### config.mk
export PLATFORM = sky130hd
export DESIGN_NAME = bcr_cubic
export DESIGN_NICKNAME = d
export VERILOG_FILES = /design/src/hdl/bcr_pkg.sv /design/src/hdl/bcr_cubic.sv
export SDC_FILE = /design/constraint.sdc
export NUM_CORES = 2
export LEC_CHECK = 0
export ABC_CLOCK_PERIOD_IN_PS = 15100
export BUFFER_PORTS_ARGS = -buffer_cell sky130_fd_sc_hd__buf_2
export CAP_MARGIN = 20
export CORE_MARGIN = 3
export CORE_UTILIZATION = 32
export DETAILED_ROUTE_END_ITERATION = 8
export PLACE_DENSITY_LB_ADDON = 0.05
export SYNTH_ARGS = -nofsm -noshare
export SYNTH_HDL_FRONTEND = slang
export SYNTH_SLANG_ARGS = --single-unit
### constraint.sdc
create_clock -name clk -period 15.1 [get_ports clk]
set_input_delay 1.51 -clock clk [delete_from_list [all_inputs] [get_ports clk]]
set_output_delay 1.51 -clock clk [all_outputs]
set_load 0.05 [all_outputs]
### src/hdl/bcr_pkg.sv
package bcr_pkg;

  localparam int ROW_WORD  = 64;
  localparam int FRAC_WORD = 16;
  localparam int OUT_WORD  = 16;
  localparam int NUM_TAPS  = 4;
  localparam int NUM_LANES = 4;
  localparam int CUBIC_LAT = 6;

  typedef struct packed {
    logic [ROW_WORD-1:0]  row_0;
    logic [ROW_WORD-1:0]  row_1;
    logic [ROW_WORD-1:0]  row_2;
    logic [ROW_WORD-1:0]  row_3;
    logic [FRAC_WORD-1:0] frac_x;
    logic [FRAC_WORD-1:0] frac_y;
  } in_item_t;

  typedef struct packed {
    logic signed [OUT_WORD-1:0] value;
    logic                       saturated;
  } out_item_t;

endpackage

### src/hdl/bcr_cubic.sv
module bcr_cubic #(
  parameter int W = 16,
  parameter int F = 16
) (
  input  logic                  clk,
  input  logic                  rst_n,
  input  logic                  in_valid,
  input  logic signed [W-1:0]   in_p [bcr_pkg::NUM_TAPS],
  input  logic        [F-1:0]   in_frac,
  output logic                  out_valid,
  output logic signed [W+7:0]   out_res
);
  import bcr_pkg::*;

  localparam int AW  = W + 1;
  localparam int BW  = W + 4;
  localparam int CW  = W + 3;
  localparam int FW  = F + 1;
  localparam int S1W = W + F + 5;
  localparam int M2W = S1W + FW;
  localparam int S2W = W + F + 7;
  localparam int M3W = S2W + FW;
  localparam int RSW = W + F + 9;
  localparam int RW  = W + 8;
  localparam logic signed [RSW-1:0] HALF = RSW'(1) <<< F;

  logic [CUBIC_LAT-1:0] vld_r;

  logic signed [AW-1:0]  a1_r, a2_r, a3_r;
  logic signed [BW-1:0]  b1_r;
  logic signed [CW-1:0]  c1_r;
  logic signed [W-1:0]   p1_1_r, p1_2_r, p1_3_r, p1_4_r, p1_5_r;
  logic signed [FW-1:0]  f1_r, f2_r, f3_r, f4_r;
  logic signed [S1W-1:0] s1_r;
  logic signed [M2W-1:0] m2_r;
  logic signed [S2W-1:0] s2_r;
  logic signed [M3W-1:0] m3_r;
  logic signed [RW-1:0]  res_r;

  logic signed [AW-1:0]  a_nxt;
  logic signed [BW-1:0]  b_nxt;
  logic signed [CW-1:0]  c_nxt;
  logic signed [S1W-1:0] s1_nxt;
  logic signed [M2W-1:0] m2_nxt;
  logic signed [S2W-1:0] s2_nxt;
  logic signed [M3W-1:0] m3_nxt;
  logic signed [RSW-1:0] sum_nxt;
  logic signed [RW-1:0]  res_nxt;
  logic signed [M2W-1:0] m2_sh;
  logic signed [M3W-1:0] m3_sh;

  always_comb begin
    a_nxt = AW'(in_p[2]) - AW'(in_p[0]);
    b_nxt = (BW'(in_p[0]) <<< 1) - (BW'(in_p[1]) <<< 2) - BW'(in_p[1])
          + (BW'(in_p[2]) <<< 2) - BW'(in_p[3]);
    c_nxt = CW'(in_p[3]) - CW'(in_p[0]) + (CW'(in_p[1]) <<< 1) + CW'(in_p[1])
          - (CW'(in_p[2]) <<< 1) - CW'(in_p[2]);
    s1_nxt = (S1W'(b1_r) <<< F) + S1W'(c1_r * f1_r);
    m2_nxt = s1_r * f2_r;
    m2_sh  = m2_r >>> F;
    s2_nxt = (S2W'(a3_r) <<< F) + S2W'(m2_sh);
    m3_nxt = s2_r * f4_r;
    m3_sh  = m3_r >>> F;
    sum_nxt = (RSW'(p1_5_r) <<< (F + 1)) + RSW'(m3_sh) + HALF;
    res_nxt = RW'(sum_nxt >>> (F + 1));
  end

  always_ff @(posedge clk) begin
    if (!rst_n) begin
      vld_r <= '0;
    end else begin
      vld_r <= {vld_r[CUBIC_LAT-2:0], in_valid};
    end
  end

  always_ff @(posedge clk) begin
    a1_r   <= a_nxt;
    b1_r   <= b_nxt;
    c1_r   <= c_nxt;
    p1_1_r <= in_p[1];
    f1_r   <= $signed({1'b0, in_frac});

    s1_r   <= s1_nxt;
    a2_r   <= a1_r;
    p1_2_r <= p1_1_r;
    f2_r   <= f1_r;

    m2_r   <= m2_nxt;
    a3_r   <= a2_r;
    p1_3_r <= p1_2_r;
    f3_r   <= f2_r;

    s2_r   <= s2_nxt;
    p1_4_r <= p1_3_r;
    f4_r   <= f3_r;

    m3_r   <= m3_nxt;
    p1_5_r <= p1_4_r;

    res_r  <= res_nxt;
  end

  assign out_valid = vld_r[CUBIC_LAT-1];
  assign out_res   = res_r;

endmodule
==> After elaboration in Yosys (flattened, before gate mapping) <==
Index checks and enable logic that the tools add are counted.
{ "word_totals": {"elab_cells": 37, "inputBits": 83, "output_inout_bits": 25, "register_bits": 450} }
{ "op_classes": {"multipliers": 3, "n_addsub": 14} }
{ "op_table": {"columns": ["cell", "count"], "rows": [
  ["$mul 39x17->56", 1],
  ["$mul 37x17->54", 1],
  ["$add 33x40->41", 1],
  ["$add 41x18->41 const B", 1],
  ["$add 33x38->39", 1],
  ["$add 36x36->37", 1],
  ["$mul 19x17->36", 1],
  ["$sub 16x16->17", 2],
  ["$add 20x18->20", 1],
  ["$sub 19x16->20", 1],
  ["$sub 20x16->20", 1],
  ["$add 18x16->19", 1],
  ["$sub 17x18->19", 1],
  ["$sub 19x16->19", 1],
  ["$sub 19x17->19", 1],
  ["$add 17x17->18", 1]
]} }

==> Depth between registers and ports, before layout <==
{ "logic_depth": {"ltp_word": 5, "mapped_depth": 26} }

==> Worst setup path after synthesis <==
Ideal clock, no wire load.
{ "synth_timing": {"path_type": "register to register", "start": "reg f4_r[2]", "end": "reg m3_r[51]", "slack_ps": 8910, "arrival_ps": 6067, "stages_incl_launch_ff": 24, "required_ps": 14977, "synth_period_minus_slack_ps": 6190, "path_cell_list": "dfxtp_1 -> clkbuf_1 -> clkbuf_1 -> nand2_1 -> fa_1 -> fa_1 -> fa_1 -> inv_1 -> fa_1 -> fa_1 -> inv_1 -> fa_1 -> inv_1 -> ha_1 -> a21o_1 -> a21o_1 -> a221oi_1 -> o211ai_1 -> a21oi_1 -> nand2_2 -> o31a_4 -> a31oi_1 -> o21ai_1 -> xor2_1"} }
{ "synth_via": {"elab_chain_cells": 1} }
{ "synth_rtl": {"columns": ["element", "line", "rtl"], "rows": [
  ["start: declaration", "bcr_cubic.sv:33", "logic signed [FW-1:0] f1_r, f2_r, f3_r, f4_r;"],
  ["start signal: assignment", "bcr_cubic.sv:95", "f4_r <= f3_r;"],
  ["$mul 39x17->56", "bcr_cubic.sv:62", "m3_nxt = s2_r * f4_r;"],
  ["net m3_nxt[51]", "bcr_cubic.sv:46", "logic signed [M3W-1:0] m3_nxt;"],
  ["end signal: assignment", "bcr_cubic.sv:97", "m3_r <= m3_nxt;"],
  ["end: declaration", "bcr_cubic.sv:37", "logic signed [M3W-1:0] m3_r;"]
]} }
The timed path passes the listed nets, and every way through them passes these cells.
A chain may end at the register's enable or synchronous reset.

==> Final worst setup path <==
{ "layout_timing": {"start": "reg f4_r[9]", "end": "reg m3_r[55]"} }
The elaborated chain is that of the path after synthesis.

==> results by group <==
Run status
  – Status: complete, no violations

Worst setup path
  – Required time of the critical path: 15680 ps
  – Largest delay share family, worst path: adder cells
  – CP startpoint kind: register
  – Critical-path cell list: buf_4 -> nand2_1 -> fa_1 -> inv_1 -> fa_1 -> fa_1 -> fa_1 -> fa_1 -> inv_1 -> fa_1 -> inv_1 -> ha_1 -> nand4_1 -> nor4_1 -> nand4_1 -> a211oi_2 -> o21ai_1 -> nand2_2 -> a21oi_2 -> o311ai_2 -> a31oi_1 -> xnor2_1
  – Critical Path AT: 8090 ps
  – CP most frequent cell: fa_1
  – CP Max Fanout: 28
  – Biggest cell delay along the critical path: 670 ps
  – CP max stage cell: dfxtp_1
  – CP bufs+invs: 4
  – WS Path Type: reg2reg
  – Worst Setup End Kind: register

Timing
  – Final Hold Vio Count: 0
  – Hold slack: 307 ps
  – Clock Skews: 59.4 ps
  – Slew headroom: 28.1%
  – Peak Freq: 0.133 GHz
  – Final min period: 7510 ps
  – Final setup vio count: 0
  – Worst-Margin Slew: 1080 ps
  – Final Max Slew Viols: 0
  – Fin crit share: 49.8%
  – Final sum of negative setup slack: 0 ps
  – RSZ-0062 raised after global routing: no

Synthesis
  – Net Count, Synth: 9310
  – Mean Syn Cell Area: 9.45 um2
  – Synthesized netlist cell count: 7159
  – Post-synth ARST share: 0%
  – Netlist cell types: 68
  – Synthesis-stage register bit count: 402
  – Main combinational cell family by area after synthesis: adder cells
  – Register area share after synthesis: 11.9%
  – Simple-gate area share of the yosys netlist: 13.5%
  – Post-synth EDFFs: 0
  – Xor-xnor portion of the synthesized cell area: 2.38%
  – Cell area after synthesis: 0.0677 mm2
  – Compound-Gate Fraction of Synth Area: 4.29%
  – Adder-cell area share of the yosys netlist: 56.0%
  – Ys flop type: dfxtp_1
  – Post-synthesis mux area share: 0.0296%
  – Yosys warning count: 0

Final layout
  – Post-layout nets: 9313
  – Most frequent cells in the layout: 1895 x inv_1, 1602 x fa_1, 1021 x nand2_1
  – Layout cells sized above 1: 4.45%
  – Commonest non-fill, non-tap cell in the layout: inv_1
  – Cell area after layout: 0.0735 mm2
  – FF+latch area: 0.00805 mm2
  – FILL cells: 21800
  – Synth-to-Final Area Change: 8.65%
  – Finished Core Util: 35.0%
  – Multi-input logic area: 0.0516 mm2

Place
  – Count of input and output buffers: 107
  – Placer congestion estimate: 0.826
  – Placed Area: 0.0714 mm2
  – DP Wirelength: 158 mm

Die
  – Initial Utilization: 32.2%
  – Die footprint: 0.217 mm2
  – Die Ht: 466 um
  – Core ar.: 0.210 mm2
  – Core Rows: 168
  – Die Wd: 466 um
  – IO Count: 108

Clocking
  – Bufs on Longest Clock Path: 3
  – CTS sink cnt: 402
  – Clk slew on worst S/H paths: 70 ps
  – Hold-fix buffers, CTS: 0
  – TritonCTS clock tree: built
  – Clock latency on the worst-skew pair: 710 ps
  – Post-cts resize count: 0
  – H-tree depth: 2
  – Root Driver: clkbuf_16
  – Total CTS buffers: 55
  – Post-CTS setup buffers: 0

Run
  – Max-cap viol count: 0

Routing
  – Total vias in the final route: 45000
  – Routed WL per cell: 20.2 um
  – DRT iter0 DRCs: 1936
  – Number of vias per cell: 4.50
  – Drt total wl: 202 mm
  – ANT nets after route: 0
  – DRC: 0
  – Initial DRT Pass Iterations: 5

Global routing
  – Largest net degree at the start of global routing: 40
  – First-pass GRT wire length: 317 mm
  – Number of global-route vias before repair: 51300
  – Initial antenna violation count: 17
  – Gr usage total: 19.3%
  – GRT overflow: 0

Min path
  – Worst min-delay path class: reg2reg
metal layers:
metal  GRT usage [%]  part of all wire [%]  vias up
met1            26.5                    46    23500
met4            5.60                   3.2        0
met5               0                     0        -
met3            1.68                   2.6      224
li1                -                     -    20700
met2            32.3                    48      635
cell families after synthesis:
kind of cell             after synthesis
multiplexers                           2
buffers and inverters               2140
AO/OA/AOI/OAI                        439
XOR/XNOR                             184
adder cells (fa/ha/maj)             2068
flip-flops                           402
AND/OR/NAND/NOR                     1924
path summary, 6_finish.rpt:
| path | depth (start not counted) | end | startpoint | slack [ps] |
|---|---|---|---|---|
| max reg2reg | 22 | m3_r[55] | f4_r[9] | 7590 |
| max | 22 | m3_r[55] | f4_r[9] | 7590 |
| min | 0 | f4_r[7] | f3_r[7] | 310 |
| min reg2reg | 0 | f4_r[7] | f3_r[7] | 310 |
worst reg2reg max path: stages (launching register included):
cell and delay (ps):
dfxtp_1 670, buf_4 490, nand2_1 150, fa_1 540
inv_1 50, fa_1 480, fa_1 580, fa_1 450
fa_1 490, inv_1 50, fa_1 490, inv_1 50
ha_1 310, nand4_1 150, nor4_1 660, nand4_1 180
a211oi_2 550, o21ai_1 150, nand2_2 150, a21oi_2 150
o311ai_2 330, a31oi_1 150, xnor2_1 130
cell usage after synthesis (all sizes together), types with 5 or more instances:
cell    instances  area, um2
o21bai         15        113
nand2b         18        113
ha            466       5830
a221oi          5       43.8
xnor2         139       1220
nor3           31        155
fa           1602      32100
clkbuf        241        905
a21o           57        428
o31ai          11        111
and4            5       43.8
nand2        1022       3840
a31oi          14       93.8
nand4          13       81.3
o311ai          6       67.6
or3            16        100
o21ai          81        405
a21boi         12       90.1
nand3          37        185
o211ai         14        110
nor2          116        435
inv          1895       7110
dfxtp         402       8050
and3           31        194
xor2           45        394
and2          597       3730
a21oi         145        752
o21a           19        143
a211oi         25        198
nor2b          26        163
a211o           7       61.3
cell type report:
type / instances / area share [%]
Timing Repair Buffer: 191 / 1.62
Antenna cell: 5 / 0.0170
Inverter: 1895 / 9.68
Multi-Input combinational cell: 4617 / 70.2
Clock inverter: 34 / 0.737
Clock buffer: 70 / 2.06
Sequential cell: 402 / 11.0
Tap cell: 2805 / 4.77
stage by stage:
stage	setup slack [ps]	std cells
CTS	7380	10000
detailed placement	7410	9909
finish	7590	10000
floorplan	8910	7159
global route	7130	10000
global placement	6550	9908
flip-flops by register name, summed over array words and instances, names as in the netlist:
name / cells
s2_r: 39
m2_r: 38
s1_r: 37
m3_r: 24
out_res: 24
b1_r: 20
c1_r: 19
a1_r: 17
a2_r: 17
a3_r: 17
f1_r: 16
f2_r: 16
f3_r: 16
f4_r: 16
p1_1_r: 16
p1_2_r: 16
p1_3_r: 16
p1_4_r: 16
p1_5_r: 16
vld_r: 6
Power is left out: the tool's default activity adds up to more than one toggle a clock period on the data nets, which glitch-free logic cannot reach.
